**config.mk**
```make
export PLATFORM = sky130hd
export DESIGN_NAME = speaker_doc_audio_mixer_flat
export DESIGN_NICKNAME = d
export VERILOG_FILES = /design/src/sv/sdam_pkg.sv /design/src/sv/sdam_in_if.sv /design/src/sv/sdam_out_if.sv /design/src/sv/sdam_mul.sv /design/src/sv/speaker_doc_audio_mixer.sv /design/src/flat_wrapper.sv
export SDC_FILE = /design/constraint.sdc
export NUM_CORES = 1
export LEC_CHECK = 0
export BUFFER_PORTS_ARGS = -buffer_cell sky130_fd_sc_hd__buf_4
export CELL_PAD_IN_SITES_DETAIL_PLACEMENT = 1
export CELL_PAD_IN_SITES_GLOBAL_PLACEMENT = 2
export CORE_ASPECT_RATIO = 1.2
export CORE_UTILIZATION = 40
export CTS_BUF_LIST = sky130_fd_sc_hd__clkbuf_8
export DETAILED_ROUTE_END_ITERATION = 12
export MAX_ROUTING_LAYER = met4
export PLACE_DENSITY_LB_ADDON = 0.2
export SLEW_MARGIN = 20
export SYNTH_ARGS = -nofsm -noshare
export SYNTH_HDL_FRONTEND = slang
export SYNTH_SLANG_ARGS = --single-unit
export TNS_END_PERCENT = 20
```
**constraint.sdc**
```tcl
create_clock -name i_clk -period 23.7 [get_ports i_clk]
set_input_delay 3.555 -clock i_clk [delete_from_list [all_inputs] [get_ports i_clk]]
set_output_delay 3.555 -clock i_clk [all_outputs]
set_load 0.01 [all_outputs]
```
**src/sv/sdam_pkg.sv**
```systemverilog
// Shared constants for the speaker and wavetable audio mixer.
`timescale 1ns / 1ps

package sdam_pkg;

    // Field widths that do not follow the sample width
    localparam int GAIN_W   = 16;
    localparam int AMP_W    = 15;
    localparam int TOGGLE_W = 8;
    localparam int ADDR_W   = 4;
    localparam int DATA_W   = 32;

    // Register map: index is paddr[3:2]
    localparam logic [1:0] REG_VOLUME    = 2'd0;
    localparam logic [1:0] REG_MUTE      = 2'd1;
    localparam logic [1:0] REG_SPK_AMP   = 2'd2;
    localparam logic [1:0] REG_WAVE_GAIN = 2'd3;

    // Register reset values
    localparam logic [GAIN_W-1:0] VOLUME_RST    = 16'd32768;
    localparam logic              MUTE_RST      = 1'b0;
    localparam logic [AMP_W-1:0]  SPK_AMP_RST   = 15'd7209;
    localparam logic [GAIN_W-1:0] WAVE_GAIN_RST = 16'd31130;

    // DC blocker pole, round(0.9971 * 2^15)
    localparam logic [GAIN_W-1:0] BLOCK_COEF = 16'd32673;

endpackage

```
**src/sv/sdam_in_if.sv**
```systemverilog
// Input channel: one audio step (toggle count and wavetable sample).
`timescale 1ns / 1ps

interface sdam_in_if
    import sdam_pkg::*;
#(
    parameter int SAMPLE_BITS = 16
);
    logic                          valid;
    logic                          ready;
    logic [TOGGLE_W-1:0]           toggle_count;
    logic signed [SAMPLE_BITS-1:0] wave_sample;

    modport source (output valid, output toggle_count, output wave_sample, input ready);
    modport sink   (input valid, input toggle_count, input wave_sample, output ready);
endinterface

```
**src/sv/sdam_out_if.sv**
```systemverilog
// Output channel: one mixed audio sample.
`timescale 1ns / 1ps

interface sdam_out_if #(
    parameter int SAMPLE_BITS = 16
);
    logic                          valid;
    logic                          ready;
    logic signed [SAMPLE_BITS-1:0] mixed_sample;

    modport source (output valid, output mixed_sample, input ready);
    modport sink   (input valid, input mixed_sample, output ready);
endinterface

```
**src/sv/sdam_mul.sv**
```systemverilog
// Shared registered multiplier: signed sample times unsigned Q1.15 gain.
`timescale 1ns / 1ps

module sdam_mul
    import sdam_pkg::*;
#(
    parameter int A_W = 18
) (
    input  logic                     i_clk,
    input  logic                     i_en,
    input  logic signed [A_W-1:0]    i_a,
    input  logic [GAIN_W-1:0]        i_b,
    output logic signed [A_W+GAIN_W:0] o_p
);
    localparam int P_W = A_W + GAIN_W + 1;

    logic signed [GAIN_W:0]  b_s;
    logic signed [P_W-1:0]   r_p;

    // Gain is unsigned: widen with a zero sign bit
    assign b_s = $signed({1'b0, i_b});

    // Capture the product when the sequencer asks for it
    always_ff @(posedge i_clk) begin
        if (i_en) begin
            r_p <= P_W'(i_a) * P_W'(b_s);
        end
    end

    assign o_p = r_p;
endmodule

```
**src/sv/speaker_doc_audio_mixer.sv**
```systemverilog
// Speaker plus wavetable mixer with a one-pole DC blocker and master volume.
// Usage:
//   i_sample_ch carries one step per output sample: toggle_count (odd flips
//   the speaker level) and a signed wavetable sample. o_mix_ch returns one
//   mixed sample per accepted step, in order.
//   Registers (volume, mute, speaker amplitude, wavetable gain) are written
//   over the APB port at byte address 4*index while no step is in flight.
// Sequence:
//   An accepted step passes through MIX, FILT, VOL and OUT to the result
//   register: the shared multiplier forms the wavetable product at
//   acceptance, the filter pole product next, and the volume product after
//   a filter clamp cycle. The input is ready again in the cycle after the
//   result is loaded, so a new step is not taken while one is in flight.
// Reset:
//   Synchronous, active low. Registers return to unity volume, unmuted,
//   amplitude 0.22 and gain 0.95; speaker level low and filter state zero.
// Stall:
//   The result waits in the output register; the next step is accepted and
//   computed meanwhile, and only its final load waits for the receiver.
`timescale 1ns / 1ps

module speaker_doc_audio_mixer
    import sdam_pkg::*;
#(
    parameter int SAMPLE_BITS = 16
) (
    input  logic               i_clk,
    input  logic               i_rst_n,
    sdam_in_if.sink            i_sample_ch,
    sdam_out_if.source         o_mix_ch,
    input  logic               psel,
    input  logic               penable,
    input  logic               pwrite,
    input  logic [ADDR_W-1:0]  paddr,
    input  logic [DATA_W-1:0]  pwdata,
    output logic [DATA_W-1:0]  prdata,
    output logic               pready
);
    localparam int SB  = SAMPLE_BITS;
    localparam int YW  = SB + 2;            // filter state, Q2
    localparam int PW  = YW + GAIN_W + 1;   // product width
    localparam int RW  = PW - 15;           // rounded product width
    localparam int CW  = SB + 5;            // sum width before clamps

    localparam logic [2:0] S_IDLE = 3'd0;
    localparam logic [2:0] S_MIX  = 3'd1;
    localparam logic [2:0] S_FILT = 3'd2;
    localparam logic [2:0] S_VOL  = 3'd3;
    localparam logic [2:0] S_OUT  = 3'd4;

    logic [2:0]             r_state, n_state;
    logic [GAIN_W-1:0]      r_volume;
    logic                   r_mute;
    logic [AMP_W-1:0]       r_spk_amp;
    logic [GAIN_W-1:0]      r_wave_gain;
    logic                   r_level;
    logic signed [SB-1:0]   r_last_in;
    logic signed [YW-1:0]   r_last_out;
    logic signed [SB-1:0]   r_x;
    logic signed [YW-1:0]   r_y;
    logic signed [SB-1:0]   r_out;
    logic                   r_out_valid;

    logic                   in_acc;
    logic                   cfg_wr;
    logic                   out_load;
    logic                   mul_en;
    logic signed [YW-1:0]   mul_a;
    logic [GAIN_W-1:0]      mul_b;
    logic signed [PW-1:0]   prod;
    logic signed [PW-1:0]   prod_rnd;
    logic signed [RW-1:0]   rnd;
    logic [AMP_W+SB-1:0]    amp_wide;
    logic signed [CW-1:0]   spk;
    logic signed [CW-1:0]   x_sum;
    logic signed [CW-1:0]   y_sum;
    logic signed [SB-1:0]   x_sat;
    logic signed [YW-1:0]   y_sat;
    logic signed [SB-1:0]   o_sat;

    assign in_acc   = i_sample_ch.valid && i_sample_ch.ready;
    assign cfg_wr   = psel && penable && pwrite;
    assign out_load = (r_state == S_OUT) && (!r_out_valid || o_mix_ch.ready);

    assign i_sample_ch.ready = (r_state == S_IDLE);
    assign o_mix_ch.valid        = r_out_valid;
    assign o_mix_ch.mixed_sample = r_out;
    assign pready = 1'b1;

    // Read back the register map
    always_comb begin
        prdata = '0;
        case (paddr[3:2])
            REG_VOLUME:    prdata = DATA_W'(r_volume);
            REG_MUTE:      prdata = DATA_W'(r_mute);
            REG_SPK_AMP:   prdata = DATA_W'(r_spk_amp);
            REG_WAVE_GAIN: prdata = DATA_W'(r_wave_gain);
            default:       prdata = '0;
        endcase
    end

    // Write configuration registers
    always_ff @(posedge i_clk) begin
        if (!i_rst_n) begin
            r_volume    <= VOLUME_RST;
            r_mute      <= MUTE_RST;
            r_spk_amp   <= SPK_AMP_RST;
            r_wave_gain <= WAVE_GAIN_RST;
        end else if (cfg_wr) begin
            case (paddr[3:2])
                REG_VOLUME:    r_volume    <= pwdata[GAIN_W-1:0];
                REG_MUTE:      r_mute      <= pwdata[0];
                REG_SPK_AMP:   r_spk_amp   <= pwdata[AMP_W-1:0];
                REG_WAVE_GAIN: r_wave_gain <= pwdata[GAIN_W-1:0];
                default: ;
            endcase
        end
    end

    // Pick operands for the shared multiplier
    always_comb begin
        mul_en = 1'b0;
        mul_a  = r_y;
        mul_b  = r_mute ? '0 : r_volume;
        case (r_state)
            S_IDLE: begin
                mul_en = in_acc;
                mul_a  = YW'(i_sample_ch.wave_sample);
                mul_b  = r_wave_gain;
            end
            S_MIX: begin
                mul_en = 1'b1;
                mul_a  = r_last_out;
                mul_b  = BLOCK_COEF;
            end
            S_VOL: begin
                mul_en = 1'b1;
            end
            default: ;
        endcase
    end

    sdam_mul #(
        .A_W (YW)
    ) u_mul (
        .i_clk (i_clk),
        .i_en  (mul_en),
        .i_a   (mul_a),
        .i_b   (mul_b),
        .o_p   (prod)
    );

    // Round the product half up to the sample scale
    assign prod_rnd = prod + PW'(16384);
    assign rnd      = prod_rnd[PW-1:15];

    // Speaker square wave scaled to the sample format
    assign amp_wide = {r_spk_amp, {SB{1'b0}}};
    assign spk = r_level ? $signed(CW'(amp_wide[AMP_W+SB-1:16]))
                         : -$signed(CW'(amp_wide[AMP_W+SB-1:16]));

    assign x_sum = spk + CW'(rnd);
    assign y_sum = CW'(r_x) - CW'(r_last_in) + CW'(rnd);

    // Clamp the mix to full scale
    always_comb begin
        if (!x_sum[CW-1] && (|x_sum[CW-2:SB-1])) begin
            x_sat = {1'b0, {(SB-1){1'b1}}};
        end else if (x_sum[CW-1] && !(&x_sum[CW-2:SB-1])) begin
            x_sat = {1'b1, {(SB-1){1'b0}}};
        end else begin
            x_sat = x_sum[SB-1:0];
        end
    end

    // Saturate the filter output to the Q2 range
    always_comb begin
        if (!y_sum[CW-1] && (|y_sum[CW-2:YW-1])) begin
            y_sat = {1'b0, {(YW-1){1'b1}}};
        end else if (y_sum[CW-1] && !(&y_sum[CW-2:YW-1])) begin
            y_sat = {1'b1, {(YW-1){1'b0}}};
        end else begin
            y_sat = y_sum[YW-1:0];
        end
    end

    // Clamp the volume-scaled output to full scale
    always_comb begin
        if (!rnd[RW-1] && (|rnd[RW-2:SB-1])) begin
            o_sat = {1'b0, {(SB-1){1'b1}}};
        end else if (rnd[RW-1] && !(&rnd[RW-2:SB-1])) begin
            o_sat = {1'b1, {(SB-1){1'b0}}};
        end else begin
            o_sat = rnd[SB-1:0];
        end
    end

    // Advance the sequencer
    always_comb begin
        n_state = r_state;
        case (r_state)
            S_IDLE:  if (in_acc) n_state = S_MIX;
            S_MIX:   n_state = S_FILT;
            S_FILT:  n_state = S_VOL;
            S_VOL:   n_state = S_OUT;
            S_OUT:   if (out_load) n_state = S_IDLE;
            default: n_state = S_IDLE;
        endcase
    end

    // Hold control state and filter memory
    always_ff @(posedge i_clk) begin
        if (!i_rst_n) begin
            r_state     <= S_IDLE;
            r_level     <= 1'b0;
            r_last_in   <= '0;
            r_last_out  <= '0;
            r_out_valid <= 1'b0;
        end else begin
            r_state <= n_state;
            if (in_acc && i_sample_ch.toggle_count[0]) begin
                r_level <= ~r_level;
            end
            if (r_state == S_FILT) begin
                r_last_in  <= r_x;
                r_last_out <= y_sat;
            end
            if (out_load) begin
                r_out_valid <= 1'b1;
            end else if (o_mix_ch.ready) begin
                r_out_valid <= 1'b0;
            end
        end
    end

    // Capture intermediate values and the result
    always_ff @(posedge i_clk) begin
        if (r_state == S_MIX) begin
            r_x <= x_sat;
        end
        if (r_state == S_FILT) begin
            r_y <= y_sat;
        end
        if (out_load) begin
            r_out <= o_sat;
        end
    end
endmodule

```
**src/flat_wrapper.sv**
```systemverilog
// flat-port wrapper written by rule: the top's interface ports become plain ports
module speaker_doc_audio_mixer_flat import sdam_pkg::*;
#(
    parameter int SAMPLE_BITS = 16
)
  (i_clk, i_rst_n, psel, penable, pwrite, paddr, pwdata, prdata, pready, i_sample_ch_valid, i_sample_ch_toggle_count, i_sample_ch_wave_sample, i_sample_ch_ready, o_mix_ch_valid, o_mix_ch_mixed_sample, o_mix_ch_ready);
  sdam_in_if #(.SAMPLE_BITS(SAMPLE_BITS)) i_sample_ch_i ();
  sdam_out_if #(.SAMPLE_BITS(SAMPLE_BITS)) o_mix_ch_i ();
  input  logic i_clk;
  input  logic i_rst_n;
  input  logic psel;
  input  logic penable;
  input  logic pwrite;
  input  logic [ADDR_W-1:0] paddr;
  input  logic [DATA_W-1:0] pwdata;
  output logic [DATA_W-1:0] prdata;
  output logic pready;
  input wire logic [$bits(i_sample_ch_i.valid)-1:0] i_sample_ch_valid;
  input wire logic [$bits(i_sample_ch_i.toggle_count)-1:0] i_sample_ch_toggle_count;
  input wire logic [$bits(i_sample_ch_i.wave_sample)-1:0] i_sample_ch_wave_sample;
  output wire logic [$bits(i_sample_ch_i.ready)-1:0] i_sample_ch_ready;
  output wire logic [$bits(o_mix_ch_i.valid)-1:0] o_mix_ch_valid;
  output wire logic [$bits(o_mix_ch_i.mixed_sample)-1:0] o_mix_ch_mixed_sample;
  input wire logic [$bits(o_mix_ch_i.ready)-1:0] o_mix_ch_ready;
  assign i_sample_ch_i.valid = i_sample_ch_valid;
  assign i_sample_ch_i.toggle_count = i_sample_ch_toggle_count;
  assign i_sample_ch_i.wave_sample = i_sample_ch_wave_sample;
  assign i_sample_ch_ready = i_sample_ch_i.ready;
  assign o_mix_ch_valid = o_mix_ch_i.valid;
  assign o_mix_ch_mixed_sample = o_mix_ch_i.mixed_sample;
  assign o_mix_ch_i.ready = o_mix_ch_ready;
  speaker_doc_audio_mixer #(.SAMPLE_BITS(SAMPLE_BITS)) u_core (.i_clk(i_clk), .i_rst_n(i_rst_n), .i_sample_ch(i_sample_ch_i), .o_mix_ch(o_mix_ch_i), .psel(psel), .penable(penable), .pwrite(pwrite), .paddr(paddr), .pwdata(pwdata), .prdata(prdata), .pready(pready));
endmodule
```
# Yosys cells after proc, flatten, opt, wreduce, memory -nomap -nowiden
# Index checks and enable logic that the tools add are counted.
[totals] regBits=172
[classes] n_eq_ne=9 bitwise_logic=1 multipliers=1 reduce_logical=34 n_addsub=5 muxes=15
[ops] operator="case mux 32 bit (4 select lines)" count=1
[ops] operator="2-to-1 mux 16 bit" count=3
[ops] operator="2-to-1 mux 18 bit" count=2
[ops] operator="case mux 18 bit (2 select lines)" count=1
[ops] operator="adder 35 x 16 -> 35 bit, second input constant" count=1
[ops] operator="multiplier 18 x 17 -> 35 bit" count=1
[ops] operator="case mux 16 bit (2 select lines)" count=1
[ops] operator="adder 17 x 20 -> 21 bit" count=1
[ops] operator="adder 21 x 20 -> 21 bit" count=1
[ops] operator="2-to-1 mux 21 bit" count=1
[ops] operator="negation 15 -> 21 bit" count=1
[ops] operator="subtractor 16 x 16 -> 17 bit" count=1
[ops] operator="case mux 3 bit (5 select lines)" count=1
[ops] operator="logical AND 1 bit" count=11
[ops] operator="AND reduction 2 bit" count=5
[ops] operator="logical NOT 1 bit" count=7
[ops] operator="equality test 3 x 2 -> 1 bit, second input constant" count=2
[ops] operator="2-to-1 mux 3 bit" count=2
[ops] operator="AND reduction 5 bit" count=1
[ops] operator="OR reduction 5 bit" count=1
[ops] operator="equality test 2 bit, second input constant" count=2
[ops] operator="AND reduction 4 bit" count=1
[ops] operator="OR reduction 4 bit" count=1
[ops] operator="equality test 3 x 1 -> 1 bit, second input constant" count=1
[ops] operator="other kinds (14)" count=15

# Longest topological paths before layout
[depth] depth_word=7 ltp_mapped=30 mapped_depth_nobuf=28

# Modules after synthesis
# From an unflattened synthesis, not the netlist that was laid out.
[unflattened] cells_unflattened=2459 hier_area_um2=21822.2
[by_module_without_submodules] mod="sdam_mul" cells_per_inst=1314 seq_area_each_um2=1051.0 n_inst=1 area_per_inst_um2=12240.5
[by_module_without_submodules] mod="speaker_doc_audio_mixer" cells_per_inst=1145 seq_area_each_um2=3243.1 n_inst=1 area_per_inst_um2=9581.7

# Least setup slack after synthesis
# OpenSTA, ideal clock, no wires.
[synth_timing] path_type="input to register" startpoint="input i_sample_ch_wave_sample[15]" endpoint="register u_core.u_mul.r_p[34] (netlist: u_core.u_mul.o_p[34]) (data pin)" stages=23 slack_ns=13.893 t_arrival_ns=9.547 path_buffers=1 path_cell_list="nor2b_1 > a21oi_1 > a21oi_1 > clkbuf_1 > nand2_1 > fa_1 > fa_1 > inv_1 > fa_1 > fa_1 > fa_1 > inv_1 > fa_1 > inv_1 > ha_1 > a31o_2 > nand3_1 > a31oi_1 > a2111oi_0 > o21a_1 > o21ai_0 > o41a_1 > xnor2_1"
[synth_between] elab_chain_len=2
[synth_rtl] item="start: declaration" line="flat_wrapper.sv:20" rtl="input wire logic [$bits(i_sample_ch_i.wave_sample)-1:0] i_sample_ch_wave_sample;"
[synth_rtl] item="case mux 18 bit (2 select lines)" line="speaker_doc_audio_mixer.sv:125" rtl="case (r_state)"
[synth_rtl] item="multiplier 18 x 17 -> 35 bit" line="sdam_mul.sv:26" rtl="r_p <= P_W'(i_a) * P_W'(b_s);"
[synth_rtl] item="end signal: assignment" line="sdam_mul.sv:26"
[synth_rtl] item="end: declaration" line="sdam_mul.sv:18" rtl="logic signed [P_W-1:0] r_p;"
# Every way passes these cells.
# A chain may end at the register's enable or synchronous reset.

# Worst setup path after layout
[layout_timing] startpoint="input i_sample_ch_wave_sample[10]" endpoint="register u_core.u_mul.r_p[28] (netlist: u_core.u_mul.o_p[28]) (data pin)"
# The elaborated chain is that of the path after synthesis.

==> results.py <==
metrics = {
    "logic_synthesis": {
        "netlist.top_cell.by_area": "fa_1",
        "synth_most_common_cell": "inv_1",
        "synth_common_cells": "415 x inv_1, 342 x nand2_1, 312 x fa_1",
        "async_flop_share_pct": 0,
        "yosys-top-cells-area": "fa_1 30%, edfxtp_1 10%, dfxtp_1 8.5%",
        "synth.distinct_cells": 77,
        "yosysSeqAreaShare_pct": 18.9,
        "synth_ff_type": "dfxtp_1",
        "synth_area_per_cell_um2": 8.73,
        "ys_ff_latch": 158,
        "yosysWarnings": 0,
        "yosysTopAreaCellShare_pct": 30.4,
        "synth_edf_count": 71,
        "netlist_area_mm2": 0.0205,
        "postSynthCellCount": 2353,
    },
    "global_routing": {
        "grt_pass1_vias": 17843,
        "grt_max_degree": 69,
        "gr-usage-met1_pct": 32.9,
        "antenna_found_initial": 1,
        "top_usage_layer": "met2",
        "use_met2_pct": 46.6,
        "grt_usage_pct": 26.7,
        "grt_use_met3_pct": 1.53,
        "grt_pass1_wl_mm": 103,
        "overflow": 0,
    },
    "timing": {
        "period_needed_ns": 10.13,
        "drv_slew": 0,
        "fmax_mhz": 98.7,
        "slew_headroom_pct": 26.8,
        "rsz0062_at_grt": "false",
        "finalWorstSetupSlack_ns": 13.57,
        "fin_hold_ws_ns": 0.462,
        "period_share_pct": 42.7,
        "clock_skew_ns": 0.0249,
        "finalSetupTns_ns": 0,
        "worst_pin_slew_ns": 1.09,
        "finalSetupViolations": 0,
        "hold_viol": 0,
    },
    "placement": {
        "dpl_worst_slack_ns": 13.08,
        "place_inst": 3018,
        "dp_hpwl_mm": 53.2,
        "io_buffers": 75,
        "place_congestion": 0.872,
    },
    "worst_setup_path": {
        "worstSetupEndpointType": "flop",
        "worstSetupStartpointType": "input port",
        "crit_buf_inv": 4,
        "crit_chain": "buf_4, mux2i_1, a21oi_2, nand2_1, fa_1, fa_1, fa_1, inv_1, fa_1, fa_1, inv_1, fa_1, inv_1, ha_1, a211oi_1, nand2_1, a211o_1, o211ai_1, o21ai_0, o311a_1, nor2_1, xnor2_1",
        "path_class": "input port to flop",
        "cp.required_ns": 23.93,
        "cp_slowest_cell": "a21oi_2",
        "critPathArrivalTime_ns": 10.36,
        "slowest_delay_ns": 0.69,
        "cpMostUsedCell": "fa_1",
        "worstPathMaxFanout": 11,
        "critPathTopFamily": "adder cells",
    },
    "layout": {
        "multi_input_area_mm2": 0.0147,
        "fill_cells": 5966,
        "register_area_mm2": 0.00387,
        "drive_gt1_share_pct": 8.06,
        "finalNetCount": 2902,
        "layoutNonFillerInstCount": 3051,
        "syn_to_final_growth_pct": 8.33,
    },
    "clock_tree": {
        "numCtsBuffers": 17,
        "clk_latency_ns": 0.50,
        "clockBufferDepth": 2,
        "post_cts_resized": 0,
        "htree_levels": 4,
        "tritoncts": "yes",
        "cts_sinks": 158,
        "cts_root_buffer": "clkbuf_8",
        "ctsHoldBuffers": 0,
        "cts.clk_slew.worst_paths_ns": 0.09,
        "post-cts-setup-buffers": 0,
    },
    "floorplan": {
        "fp.dieH_um": 250,
        "die_area_mm2": 0.0523,
        "die_w_um": 209,
        "start_util_pct": 40.7,
        "rows": 90,
        "io_pins": 118,
        "core_region_area_mm2": 0.0504,
    },
    "routing": {
        "drc": 0,
        "detail-route-antenna-nets": 0,
        "via_per_inst": 5.39,
        "wirelength_mm": 65.3,
        "wl_per_cell_um": 21.4,
        "drtIter0Drc": 884,
        "first_pass_iters": 5,
        "vias": 16452,
    },
    "min_path": {
        "hp-class": "flop to flop",
    },
    "flow_run": {
        "drv_cap": 0,
    },
    "run_status": {
        "outcome": "complete, no violations",
    },
}
-- per-stage QoR --
step | util (%) | cell area, µm²
5_1_grt | 44.1 | 22300
6_report | 44.1 | 22300
4_1_cts | 44.1 | 22200
3_5_place_dp | 43.2 | 21800
3_3_place_gp | 43.2 | 21800
2_1_floorplan | - | 20600
-- worst paths after layout --
kind                                                        start                                end  slack [ns]  cells after the start
worst max-delay path                  i_sample_ch_wave_sample[10]     u_core.u_mul.o_p[28]$_DFFE_PP_       13.57                     22
worst min-delay path            u_core.r_last_in[10]$_SDFFE_PN0P_  u_core.r_last_in[10]$_SDFFE_PN0P_        0.46                      2
worst max register to register     u_core.r_state[0]$_SDFFE_PN0P_     u_core.u_mul.o_p[28]$_DFFE_PP_       15.06                     28
worst min register to register  u_core.r_last_in[10]$_SDFFE_PN0P_  u_core.r_last_in[10]$_SDFFE_PN0P_        0.46                      2
-- cell families after synthesis --
| family | after synthesis | share of synthesized area, % |
|---|---|---|
| mux | 33 | 1.77 |
| xor+xnor | 91 | 3.88 |
| fa+ha+maj | 442 | 38.3 |
| compound gates | 410 | 12.7 |
| buf+inv | 525 | 9.95 |
| flops | 158 | 18.9 |
| simple gates | 692 | 14.5 |
| other cells | 2 | 0.0366 |
-- layer usage --
metal | share of wire [%] | vias up | routed length, µm
met5 | 0 | - | 0
met4 | 3.0 | 0 | 1980
met1 | 42 | 8499 | 27300
met2 | 52 | 297 | 33900
li1 | - | 7572 | -
met3 | 3.3 | 84 | 2140
-- sequential cells by signal, summed over array words and instances (netlist names) --
signal	flops
u_core.o_mix_ch.valid	1
u_core.r_volume	16
u_core.r_last_in	16
u_core.u_mul.o_p	21
u_core.o_mix_ch.mixed_sample	16
u_core.r_spk_amp	15
u_core.r_wave_gain	16
u_core.r_level	1
u_core.r_state	3
u_core.r_last_out	18
u_core.r_x	16
u_core.r_y	18
u_core.r_mute	1
-- placed cells by master (no fill, tap or decap), types with 42 or more instances in the layout --
cell type / instances
inv_1: 415
nand2_1: 342
fa_1: 312
nor2_1: 180
a21oi_1: 146
ha_1: 130
buf_4: 112
dfxtp_1: 87
o21ai_0: 78
edfxtp_1: 71
xor2_1: 49
nand3_1: 42
xnor2_1: 42
-- worst reg2reg max path, delay by kind of cell, from the launching register on --
family	cells	cell delay [ns]
xor gates and xnor gates	1	0.09
AOI/OAI and AO/OA	7	2.58
DFF	1	0.33
and+or+nand+nor	5	0.89
adders and majority gates	7	3.09
buffers and inverters	8	1.43
-- cell type report --
class / instances / share of cell area, %
timing repair buffer: 112 / 3.78
antenna: 1 / 0.0112
tap: 644 / 3.62
multi-input combinational: 1685 / 66.2
clock buffer: 17 / 1.05
clock inverter: 15 / 0.866
inverter: 419 / 7.07
sequential: 158 / 17.4
Power is left out: the tool's default activity adds up to more than one toggle a clock period on the data nets, which glitch-free logic cannot reach.
